<file path="config.mk">
export PLATFORM = sky130hd
export DESIGN_NAME = klerp_mac
export DESIGN_NICKNAME = d
export VERILOG_FILES = /design/src/design/klerp_pkg.sv /design/src/design/klerp_mac.sv
export SDC_FILE = /design/constraint.sdc
export NUM_CORES = 2
export LEC_CHECK = 0
export ABC_AREA = 1
export BUFFER_PORTS_ARGS = -buffer_cell sky130_fd_sc_hd__buf_4
export CAP_MARGIN = 20
export CORE_MARGIN = 1.5
export CORE_UTILIZATION = 50
export DETAILED_ROUTE_END_ITERATION = 10
export PLACE_DENSITY = 0.77
export SYNTH_ARGS = -nofsm -noshare
export SYNTH_HDL_FRONTEND = slang
export SYNTH_SLANG_ARGS = --single-unit
</file>
<file path="constraint.sdc">
create_clock -name clk -period 10.06 [get_ports clk]
set_input_delay 1.006 -clock clk [delete_from_list [all_inputs] [get_ports clk]]
set_output_delay 1.006 -clock clk [all_outputs]
set_load 0.02 [all_outputs]
</file>
<file path="src/design/klerp_pkg.sv">
// Shared types and constants for the keyframe position interpolator.
`timescale 1ns / 1ps
`default_nettype none

package klerp_pkg;

  // Keyframe table geometry
  localparam int KEY_DEPTH = 16;
  localparam int KEY_AW    = $clog2(KEY_DEPTH);
  localparam int CNT_W     = $clog2(KEY_DEPTH) + 1;

  // Item opcodes
  localparam logic OP_WRITE = 1'b0;
  localparam logic OP_QUERY = 1'b1;

  // Register map (word index taken from paddr[2])
  localparam logic REG_KEYS_IN_USE = 1'b0;

  // Divider geometry: 32-bit magnitude scaled by 2^16
  localparam int DIV_STEPS = 48;
  localparam int DIV_CW    = $clog2(DIV_STEPS);

  typedef struct packed {
    logic              opcode;
    logic [3:0]        key_slot;
    logic [31:0]       key_time;
    logic signed [31:0] key_x;
    logic signed [31:0] key_y;
    logic signed [31:0] key_z;
    logic [31:0]       query_time;
  } in_item_t;

  typedef struct packed {
    logic signed [31:0] pos_x;
    logic signed [31:0] pos_y;
    logic signed [31:0] pos_z;
    logic [3:0]         segment;
  } out_item_t;

  // Axis tag that travels with each multiply through the blend pipeline
  typedef struct packed {
    logic       valid;
    logic [1:0] axis;
  } mac_tag_t;

endpackage

`default_nettype wire

</file>
<file path="src/design/klerp_mac.sv">
// Per-axis blend pipeline: delta, factor multiply, truncating scale and saturating add.
`timescale 1ns / 1ps
`default_nettype none

module klerp_mac
  import klerp_pkg::*;
(
  input  wire logic                clk,
  input  wire logic                rst_n,
  input  wire mac_tag_t            in_tag,
  input  wire logic signed [31:0]  factor,
  input  wire logic signed [31:0]  s_val,
  input  wire logic signed [31:0]  e_val,
  output mac_tag_t                 out_tag,
  output logic signed [31:0]       out_value
);

  mac_tag_t           tag1_r, tag2_r;
  logic signed [32:0] delta_r;
  logic signed [31:0] s1_r, s2_r;
  logic signed [64:0] prod_r;

  logic signed [48:0] step_c;
  logic               corr_c;
  logic [49:0]        sum_c;

  // Advance the axis tags
  always_ff @(posedge clk) begin
    if (!rst_n) begin
      tag1_r <= '0;
      tag2_r <= '0;
    end else begin
      tag1_r <= in_tag;
      tag2_r <= tag1_r;
    end
  end

  // Stage 1: exact end minus start; stage 2: factor times delta
  always_ff @(posedge clk) begin
    delta_r <= 33'(e_val) - 33'(s_val);
    s1_r    <= s_val;
    prod_r  <= 65'(factor) * 65'(delta_r);
    s2_r    <= s1_r;
  end

  // Divide by 2^16 toward zero: floor, plus one for a negative inexact product
  assign step_c = prod_r[64:16];
  assign corr_c = prod_r[64] && (|prod_r[15:0]);
  assign sum_c  = 50'(s2_r) + 50'(step_c) + 50'(corr_c);

  // Clamp to the signed 32-bit range
  always_comb begin
    if (!sum_c[49] && (|sum_c[48:31])) begin
      out_value = 32'sh7FFF_FFFF;
    end else if (sum_c[49] && !(&sum_c[48:31])) begin
      out_value = 32'sh8000_0000;
    end else begin
      out_value = sum_c[31:0];
    end
  end

  assign out_tag = tag2_r;

endmodule

`default_nettype wire

</file>
==> key figures <==
Clocking
  – Clk slew on worst S/H paths: about 0.070 ns
  – CTS root buf: clkbuf_16
  – # hold bufs at CTS: 0
  – Clock Latency Late Sink: 0.46 ns
  – CTS buffer count: 17
  – CTS tree: built
  – H-tree depth: 4
  – Post-CTS sizing: 0
  – Sink Count: 168
  – Number of post-CTS setup repair buffers: 0
  – Bufs on Longest Clock Path: 2

Floorplanning
  – Area of the core: 96400 um2
  – Die Width: 314 um
  – Die footprint: 98900 um2
  – Chip height: 314 um
  – Initial Utilization: 50.3%
  – Row count: 114
  – IO Count: 136

Setup path
  – Levels on crit path: 23
  – Delay-heaviest family, CP: adder cells
  – Worst Setup SP: delta_r[32]
  – Max FO, Critical Path: 15
  – Most frequent CP cell: fa_1
  – Register-to-register setup slack: 1.74 ns
  – Worst R2R Path Depth: 23
  – Worst setup SP type: flop
  – WS Path Type: reg2reg
  – Largest stage delay, worst path: 0.99 ns
  – Worst Path Required: 10.42 ns
  – Slowest-stage cell, CP: dfxtp_1
  – Critical path arrival: slightly below 9 ns
  – Launch point of the worst reg-to-reg path: delta_r[32]
  – Worst Setup EP: prod_r[50]
  – CP Buf/Inv Count: 7
  – R2R Path End: prod_r[50]
  – Endpoint class of the critical path: flop
  – Worst path cell trace: nand2_1 -> inv_1 -> fa_1 -> inv_1 -> fa_1 -> inv_1 -> fa_1 -> fa_1 -> buf_4 -> inv_1 -> fa_1 -> inv_1 -> fa_1 -> fa_1 -> fa_1 -> ha_1 -> nand2_1 -> nor2_1 -> inv_1 -> nor4_1 -> o21ai_0 -> nand4_1 -> nand2_1

GRT
  – First-pass GRT wire length: 221000 um
  – Antenna violations before repair: 12
  – Grt ovf: 0
  – Vias in the first global route: 41300
  – Largest net degree at the start of global routing: 34
  – GRT Total Usage: 28.9%

Synth
  – Synth unique cells: 47
  – Sequential fraction of the synthesis area: ~6.9%
  – Post-Synth Simple-Gate Area: 17.1%
  – Top cells by area, synth: fa_1 46%, inv_1 15%, nand2_1 13%
  – Synthesized-area fraction occupied by adder cells: 52.9%
  – Syn_area_per_cell: roughly 7.7 um2
  – Top cell type by total area after synthesis: fa_1
  – XOR/XNOR Fraction of Synth Area: 2.37%
  – Syn Nets: 7750
  – Yosys reg bits: 168
  – Yosys top cell area share: between 40% and 50%
  – Yosys Warn Count: 0
  – Mapped Area: ~49000 um2
  – Gate Count Post-Synth: 6268
  – Synth Area in Compound Gates: 3.95%
  – Post-synthesis mux area share: 0%
  – Largest family of logic cells by synthesized area: adder cells

Finish
  – Finished Layout Cells: between 7000 and 8000
  – Fraction of layout instances using a drive strength above 1: 4.46%
  – Layout Nets: 7710
  – Area delta synth->final: 5.47%
  – Filler Cell Count: 8949

STA
  – Final Hold Fails: 0
  – Final setup viols: 0
  – Max_slew headroom: 27.8%
  – Fmax: 0.120 GHz
  – Tmin final: about 8.3 ns
  – Worst Skew: 0.0124 ns
  – Setup TNS: 0 ns
  – Least-Margin Pin Slew: 1.08 ns
  – RSZ-0062 raised after global routing: false
  – Fin. max-slew vios: 0
  – Crit share post-route: 82.7%

Routing
  – Total number of vias: 38800
  – Antenna viol nets, final: 0
  – Iteration-0 DRC Markers: between 3000 and 4000
  – DR DRC count: 0
  – WL/cell: 18.3 um
  – Final wirelength: 138000 um
  – DRT Pass-1 Iters: 6
  – Vias per std cell: 5.16

Status
  – Status: completed

Flow run
  – Max-cap check violation count: 0

Worst hold path
  – HP Class: reg2reg

Placement
  – Final RePlAce weighted congestion: between 1 and 1.5
  – PortBufs: between 100 and 150
  – Dpl hpwl: 118000 um
  – Placed Cells: 7484
-- sequential cells by signal, indices dropped and copies added (netlist names) --
signal   cells
s2_r        32
s1_r        32
tag1_r       3
delta_r     33
out_tag      3
prod_r      65
-- cells by family after synthesis --
family          after synthesis
compound gates              338
xor+xnor                    131
buf+inv                    2149
flops                       168
simple gates               2101
fa+ha+maj                  1381
-- layout by cell type, fill, tap and decap left out, types with 68 or more instances in the layout --
master,n
ha_1,266
nor2_1,233
xor2_1,96
nand3_1,68
o21ai_0,90
buf_4,171
fa_1,1115
nand2_1,1673
a21oi_1,158
dfxtp_1,161
inv_1,1906
-- worst min-delay path by stage --
stage,end,slack (ns),cells after the start,startpoint
floorplan,s2_r[0],0.31,0,s1_r[0]
global placement,s2_r[25],0.31,0,s1_r[25]
detailed placement,s2_r[20],0.31,0,s1_r[20]
CTS,s2_r[20],0.33,0,s1_r[20]
global route,s2_r[20],0.33,0,s1_r[20]
finish,s2_r[20],0.33,0,s1_r[20]
-- Yosys cell counts (all sizes together) --
library cell	number
inv	1917
nand2	1688
fa	1115
ha	266
nor2	254
clkbuf	219
dfxtp	168
a21oi	159
xor2	96
o21ai	93
nand3	69
nand4	38
xnor2	35
nor3	21
a31oi	18
o21bai	15
o21a	14
buf	13
a21o	11
or2	11
nor4	10
o211ai	10
nand3b	6
a21boi	4
a221oi	3
and2	3
o2111ai	3
a211oi	2
o311ai	2
a2111oi	1
a31o	1
and3	1
o221a	1
o221ai	1
-- per-layer routing --
layer	up-vias	track usage (%)	wire, um
met4	6	14.0	7650
met2	1725	48.6	66700
met1	19100	36.7	53400
li1	17500	-	-
met3	396	4.12	10100
met5	-	0.435	37
-- final cells by class --
class / count / area, um2 / area share, %
diodes: 8 / 20.0 / 0.0391
multi-input cells: 3951 / 37000 / 72.4
repair buffers: 173 / 1340 / 2.62
flip-flops and latches: 168 / 3370 / 6.59
clock buffers: 18 / 439 / 0.859
inverters: 1917 / 7200 / 14.1
well taps: 1276 / 1600 / 3.12
clock inverters: 13 / 164 / 0.320
-- stage by stage --
step | worst slack (ns) | hold slack [ns] | utilization [%] | cell area [um2]
6_report | 1.74 | 0.326 | 53.1 | 51200
5_1_grt | 1.15 | 0.332 | 53.1 | 51200
4_1_cts | 1.74 | 0.326 | 53.0 | 51100
3_5_place_dp | 1.42 | 0.312 | 52.4 | 50500
3_3_place_gp | 1.51 | 0.310 | 52.3 | 50500
2_1_floorplan | 2.04 | 0.310 | - | 48500
-- worst register-to-register path: stages, from the launching register on --
cell and delay [ns]:
dfxtp_1 0.99, nand2_1 0.31, inv_1 0.13, fa_1 0.51, inv_1 0.23, fa_1 0.45
inv_1 0.22, fa_1 0.50, fa_1 0.53, buf_4 0.26, inv_1 0.18, fa_1 0.51
inv_1 0.06, fa_1 0.55, fa_1 0.43, fa_1 0.49, ha_1 0.43, nand2_1 0.11
nor2_1 0.11, inv_1 0.10, nor4_1 0.48, o21ai_0 0.37, nand4_1 0.20, nand2_1 0.07
Power is left out: the tool's default activity adds up to more than one toggle a clock period on the data nets, which glitch-free logic cannot reach.
