File: src/design/klerp_pkg.sv
// Shared types and constants for the keyframe position interpolator.
`timescale 1ns / 1ps
`default_nettype none

package klerp_pkg;

  // Keyframe table geometry
  localparam int KEY_DEPTH = 16;
  localparam int KEY_AW    = $clog2(KEY_DEPTH);
  localparam int CNT_W     = $clog2(KEY_DEPTH) + 1;

  // Item opcodes
  localparam logic OP_WRITE = 1'b0;
  localparam logic OP_QUERY = 1'b1;

  // Register map (word index taken from paddr[2])
  localparam logic REG_KEYS_IN_USE = 1'b0;

  // Divider geometry: 32-bit magnitude scaled by 2^16
  localparam int DIV_STEPS = 48;
  localparam int DIV_CW    = $clog2(DIV_STEPS);

  typedef struct packed {
    logic              opcode;
    logic [3:0]        key_slot;
    logic [31:0]       key_time;
    logic signed [31:0] key_x;
    logic signed [31:0] key_y;
    logic signed [31:0] key_z;
    logic [31:0]       query_time;
  } in_item_t;

  typedef struct packed {
    logic signed [31:0] pos_x;
    logic signed [31:0] pos_y;
    logic signed [31:0] pos_z;
    logic [3:0]         segment;
  } out_item_t;

  // Axis tag that travels with each multiply through the blend pipeline
  typedef struct packed {
    logic       valid;
    logic [1:0] axis;
  } mac_tag_t;

endpackage

`default_nettype wire

File: src/design/klerp_div.sv
// Restoring divider: one quotient bit per cycle, 48-bit dividend, 32-bit divisor.
`timescale 1ns / 1ps
`default_nettype none

module klerp_div
  import klerp_pkg::*;
(
  input  wire logic                 clk,
  input  wire logic                 rst_n,
  input  wire logic                 start,
  input  wire logic [DIV_STEPS-1:0] dividend,
  input  wire logic [31:0]          divisor,
  output logic                      done,
  output logic [DIV_STEPS-1:0]      quotient
);

  logic                 running_r;
  logic                 done_r;
  logic [DIV_CW-1:0]    cnt_r;
  logic [DIV_STEPS-1:0] dvd_r;
  logic [31:0]          dvs_r;
  logic [31:0]          rem_r;

  logic [32:0] shifted;
  logic [33:0] diff;

  // Shift in the next dividend bit and trial-subtract the divisor
  assign shifted = {rem_r, dvd_r[DIV_STEPS-1]};
  assign diff    = {1'b0, shifted} - {2'b00, dvs_r};

  // Control
  always_ff @(posedge clk) begin
    if (!rst_n) begin
      running_r <= 1'b0;
      done_r    <= 1'b0;
      cnt_r     <= '0;
    end else begin
      done_r <= 1'b0;
      if (start) begin
        running_r <= 1'b1;
        cnt_r     <= '0;
      end else if (running_r) begin
        if (cnt_r == DIV_CW'(DIV_STEPS - 1)) begin
          running_r <= 1'b0;
          done_r    <= 1'b1;
        end
        cnt_r <= cnt_r + 1'b1;
      end
    end
  end

  // Datapath: quotient bits replace dividend bits as they shift out
  always_ff @(posedge clk) begin
    if (start) begin
      dvd_r <= dividend;
      dvs_r <= divisor;
      rem_r <= '0;
    end else if (running_r) begin
      if (!diff[33]) begin
        rem_r <= diff[31:0];
        dvd_r <= {dvd_r[DIV_STEPS-2:0], 1'b1};
      end else begin
        rem_r <= shifted[31:0];
        dvd_r <= {dvd_r[DIV_STEPS-2:0], 1'b0};
      end
    end
  end

  assign done     = done_r;
  assign quotient = dvd_r;

endmodule

`default_nettype wire

File: config.mk
export PLATFORM = sky130hd
export DESIGN_NAME = klerp_div
export DESIGN_NICKNAME = d
export VERILOG_FILES = /design/src/design/klerp_pkg.sv /design/src/design/klerp_div.sv
export SDC_FILE = /design/constraint.sdc
export NUM_CORES = 1
export LEC_CHECK = 0
export ABC_AREA = 1
export BUFFER_PORTS_ARGS = -buffer_cell sky130_fd_sc_hd__buf_2
export CAP_MARGIN = 20
export CORE_ASPECT_RATIO = 1.4
export CORE_MARGIN = 2
export CORE_UTILIZATION = 62
export DETAILED_ROUTE_END_ITERATION = 7
export GPL_TIMING_DRIVEN = 0
export PLACE_DENSITY_LB_ADDON = 0.1
export SLEW_MARGIN = 20
export SYNTH_ARGS = -nofsm -noshare
export SYNTH_HDL_FRONTEND = slang
export SYNTH_SLANG_ARGS = --single-unit
File: constraint.sdc
create_clock -name clk -period 7.75 [get_ports clk]
set_clock_uncertainty 0.2 [all_clocks]
set_input_delay 1.1625 -clock clk [delete_from_list [all_inputs] [get_ports clk]]
set_output_delay 1.1625 -clock clk [all_outputs]
set_load 0.01 [all_outputs]
==> results.cfg, run 1 <==
[critical_path]
cp_max_fo = 34
worstSetupPathType = in -> reg
cp_slowest_cell = buf_2
cpPeakStageDelay_ps = 640
r2r_slack_ps = 5130
cpMostUsedCell = buf_2
reg2reg_depth = 16
worstSetupStartpointType = input port
crit_required_ps = 7660
crit_chain = buf_2 > clkbuf_1 > nor2_1 > inv_1 > buf_2 > buf_12
regToRegEndpoint = rem_r[28]$_SDFFE_PP0P_
cp_data_arrival_time_ps = 3240
reg2reg_from = quotient[47]$_DFFE_PP_
worst_setup_path_end_kind = flop

[cts]
clock_latency_ps = 420
cts_resized = 0
hold_buffers = 0
post_cts_buffers = 0
h-tree-depth = 4
clockBufferDepth = 2
cts_buffers = 17
cts_tree = yes
clk_pin_slew_worst_paths_ps = 60
clk_root_buffer_cell = clkbuf_16
cts.sinks = 120

[job]
maxCapViolations = 0

[floorplan]
dieArea_um2 = 13200
ios = 132
num_rows = 47
floorplan.initialDensity_pct = 63.8
die_h_um = 135
die_w_um = 97.7
core_area_um2 = 11900

[route]
detail-route-antenna-nets = 0
wire_per_inst_um = 15.1
vias_per_cell = 5.16
wl_mm = 20.8
drc_errors = 0
drt_iter0_drc = 449
dr.pass1.iters = 5
vias = 7124

[grt]
gr-usage-all-layers_pct = 32.1
gr-total-overflow = 0
grt_first_pass_wirelength_mm = 33.0
grt_antenna_before_repair = 0
grt_max_degree = 35
grt_pass1_vias = 7113

[timing]
relSlewSlack_pct = 44.1
finalCritPeriodShare_pct = 43.0
hold_viol_final = 0
finalCriticalPeriod_ps = 3340
fin_ws_ps = 4410
fmax_mhz = 300
worst_pin_slew_ps = 838
drv_slew = 0
rsz0062_at_grt = false
finalSetupTns_ps = 0
setup_viol = 0

[final_layout]
final_common_cell = nand2_1
num_antenna_cells = 0
final_cell_mix = nand2_1 (439), inv_1 (183), buf_2 (138)
area_growth_pct = 18.8
final_nets = 1337
drive_above_1_share_pct = 17.7
layout.cells.non_filler = 1380
fin_area_um2 = 9050

[placement]
place_area_um2 = 8480
io_buffers = 131
post-place-ws_ps = 3990
gp_congestion = 0.985
dp.cells = 1348
place.detailed.hpwl_mm = 15.7

[synth]
seq_area_frac_synth_pct = 42.0
syn-instance-count = 1069
syn_area_per_cell_um2 = 7.13
synth_nets = 1186
ys_seq_elements = 120
yosys.cell_types.count = 38
syn_area_um2 = 7620
synth_warnings = 0

[min_path]
hold_depth = 2
min_from = rem_r[19]$_SDFFE_PP0P_
worstHoldPathType = reg -> reg
holdPathEnd = rem_r[19]$_SDFFE_PP0P_

[status]
status = completed

[power_and_ir_drop]
ir_drop_v = 0.000131
power.density_nw_per_um2 = 190
power_leakage_uw = 0.00494
-- how the worst max path moves through the flow --
stage / start / end / depth (start not counted)
after global placement: start / quotient[35]$_DFFE_PP_ / 5
final: start / quotient[43]$_DFFE_PP_ / 6
after detailed placement: start / quotient[35]$_DFFE_PP_ / 6
after CTS: start / quotient[28]$_DFFE_PP_ / 6
after global routing: start / quotient[28]$_DFFE_PP_ / 6
after floorplan: start / quotient[0]$_DFFE_PP_ / 4
-- where the power goes --
group | total (µW) | switching (µW) | internal, µW
clock | 764 | 316 | 449
combinational | 206 | 131 | 74.5
sequential | 753 | 19.9 | 733
total | 1720 | 467 | 1260
-- cell type report --
cell class                 instances  area (µm²)
buffer                            26         148
clock buffer                      20         479
clock inverter                    12        88.8
fill                             959        2890
inverter                         188         706
multi-input combinational        735        3560
sequential                       120        3200
tap                              147         184
timing repair buffer             132         676
-- state kept, by name, indices dropped and copies added (netlist names) --
| name | flops |
|---|---|
| quotient | 48 |
| rem_r | 32 |
| running_r | 1 |
| dvs_r | 32 |
| cnt_r | 6 |
| done | 1 |
-- synthesized netlist by cell type (all sizes together) --
library cell	count	share of area, %
buf	14	1.3
a31oi	1	0.082
nand3	92	6.4
o21bai	2	0.20
edfxtp	80	32
nor4	1	0.082
o21ai	19	1.3
a21boi	1	0.099
a21oi	24	1.8
and2	2	0.16
xnor2	12	1.4
nand4	9	0.74
nor2	54	3.2
dfxtp	40	11
nand3b	11	1.1
fa	1	0.26
inv	188	9.3
nor3	10	0.72
clkbuf	12	0.59
nand2	460	23
xor2	2	0.23
o211ai	1	0.099
ha	33	5.4
-- per-stage QoR --
step | hold WS, ps | util (%) | total power (µW)
detailed placement | 256 | 71.0 | 967
global route | 291 | 75.8 | 1780
CTS | 266 | 75.8 | 1720
global placement | 259 | 70.9 | 961
finish | 267 | 75.8 | 1720
floorplan | 243 | - | 882
-- logic make-up after synthesis --
kind of cell               Yosys count  synth area share [%]
and+or+nand+nor                    639                  35.9
xor gates and xnor gates            14                  1.61
AOI/OAI and AO/OA                   48                  3.60
adders and majority gates           34                  5.68
buffers and inverters              214                  11.2
DFF                                120                  42.0
-- layer usage --
layer	vias up	global-route usage [%]	wire length [µm]
met3	62	7.74	1460
met2	280	56.7	10400
met5	-	0	0
met4	0	17.0	932
li1	3627	-	-
met1	3155	35.9	8100
-- critical path, delay by kind of cell --
family        cells  cell delay, ps
buf+inv           5            1960
simple gates      1              80
Power figures use the tool's default switching activity.
==> inputs of run 2 (changes only) <==
--- a/config.mk
+++ b/config.mk
@@ -10,7 +10,7 @@
 export CAP_MARGIN = 20
 export CORE_ASPECT_RATIO = 1.4
 export CORE_MARGIN = 2
-export CORE_UTILIZATION = 62
+export CORE_UTILIZATION = 57
 export DETAILED_ROUTE_END_ITERATION = 7
 export GPL_TIMING_DRIVEN = 0
 export PLACE_DENSITY_LB_ADDON = 0.1
==> constraint.sdc (replaced) <==
create_clock -name clk -period 3.1 [get_ports clk]
set_clock_uncertainty 0.2 [all_clocks]
set_input_delay 0.465 -clock clk [delete_from_list [all_inputs] [get_ports clk]]
set_output_delay 0.465 -clock clk [all_outputs]
set_load 0.01 [all_outputs]
==> run 2 against run 1 <==
  * Via count down 0.22%
  * Sequential power up 150%
  * Non-clock buffer count unchanged
  * Flip-flop and latch count unchanged
  * Design area up 0.90%
  * Largest cell class unchanged
==> results.cfg, run 2 (synthesis results as in run 1) <==
[final_layout]
drive_above_1_share_pct = 17.5
largest_reg_flops = 48
area_growth_pct = 19.8
final_nets = 1337
num_antenna_cells = 0
final_common_cell = nand2_1
final_util_pct = 69.2
fin_area_um2 = 9130
fill_cells = 1169
final_cell_mix = nand2_1 (439), inv_1 (183), buf_2 (138)

[timing]
drv_slew = 0
finalCriticalPeriod_ps = 2620
hold_ws_ps = 19.0
setup_viol = 0
worst_pin_slew_ps = 803
hold_viol_final = 0
fmax_mhz = 381
rsz0062_at_grt = false
finalCritPeriodShare_pct = 84.7
relSlewSlack_pct = 46.5

[power_and_ir_drop]
seq_power_share_pct = 42.3
ir_drop_v = 0.000333
swShare_pct = 25.1
switching_power_uw = 1110
power.density_nw_per_um2 = 487
internal-power_uw = 3330
power_leakage_uw = 0.00496
power_frac_comb_pct = 11.4
power.share.clock_pct = 46.3

[route]
drt_iter0_drc = 360
wl_mm = 20.5
dr.pass1.iters = 5
drc_errors = 0
vias = 7108
vias_per_cell = 5.02
detail-route-antenna-nets = 0
wire_per_inst_um = 14.5

[job]
maxCapViolations = 0

[floorplan]
num_rows = 50
floorplan.initialDensity_pct = 57.7
core_area_um2 = 13200
dieArea_um2 = 14300
ios = 132
die_h_um = 141
die_w_um = 102

[status]
status = completed

[grt]
grt_max_degree = 34
grt_antenna_before_repair = 1
grt_first_pass_wirelength_mm = 32.7
gr-total-overflow = 0
grt_pass1_vias = 6922
gr-usage-all-layers_pct = 29.8

[critical_path]
worstSetupStartpointType = input port
cp_data_arrival_time_ps = 2540
cp_max_fo = 33
crit_required_ps = 3010
worst_setup_path_end_kind = flop
worstSetupPathType = in -> reg

[cts]
cts_buffers = 17
clk_root_buffer_cell = clkbuf_16
clockBufferDepth = 2
cts_tree = yes
h-tree-depth = 4
cts.sinks = 120
cts_resized = 0
clock_latency_ps = 420
clk_pin_slew_worst_paths_ps = 60
post_cts_buffers = 0
hold_buffers = 0

[placement]
io_buffers = 131
place.detailed.hpwl_mm = 15.6
place_area_um2 = 8520
gp_congestion = 0.944

[min_path]
worstHoldPathType = in -> reg
-- run 2: final cells by class --
| cell class | count | area [µm²] | area share (%) |
|---|---|---|---|
| inverter | 188 | 706 | 7.73 |
| buffer | 26 | 148 | 1.62 |
| clock inverter | 10 | 141 | 1.55 |
| sequential | 120 | 3200 | 35.1 |
| multi-input combinational | 735 | 3560 | 39.0 |
| tap | 182 | 228 | 2.49 |
| clock buffer | 22 | 464 | 5.08 |
| timing repair buffer | 132 | 676 | 7.40 |
-- run 2: critical path, stage by stage --
cell	delay, ps
buf_2	610
clkbuf_1	310
nor2_1	90
inv_1	170
buf_2	550
buf_12	290
-- run 2: worst paths after layout --
| path | startpoint | end | slack, ps | cells after the start |
|---|---|---|---|---|
| setup / recovery | start | quotient[41]$_DFFE_PP_ | 480 | 6 |
| hold / removal | divisor[8] | dvs_r[8]$_DFFE_PP_ | 20 | 1 |
| setup reg to reg | dvs_r[30]$_DFFE_PP_ | rem_r[20]$_SDFFE_PP0P_ | 490 | 11 |
| hold reg to reg | rem_r[23]$_SDFFE_PP0P_ | rem_r[23]$_SDFFE_PP0P_ | 270 | 2 |
-- run 2: per-stage QoR --
stage,setup TNS (ps),setup slack [ps],std cells,power [µW]
floorplan,0,113,1069,2210
global placement,-81480,-1460,1382,2410
detailed placement,0,34.1,1383,2410
CTS,0,437,1415,4460
global route,0,224,1415,4600
finish,0,475,1415,4440
-- run 2: power by group through the flow --
stage               clock network, µW  registers, µW  logic [µW]
global placement                    0           1910         493
detailed placement                  0           1910         506
CTS                              2070           1880         510
finish                           2060           1880         507
global route                     2140           1890         569
floorplan                           0           1940         267
-- run 2: layer usage --
metal | vias to the layer above | part of all wire (%) | track usage [%]
li1 | 3636 | - | -
met3 | 54 | 6.6 | 8.03
met2 | 251 | 51 | 51.4
met5 | - | 0.063 | 0
met1 | 3165 | 39 | 34.1
met4 | 2 | 3.7 | 13.2
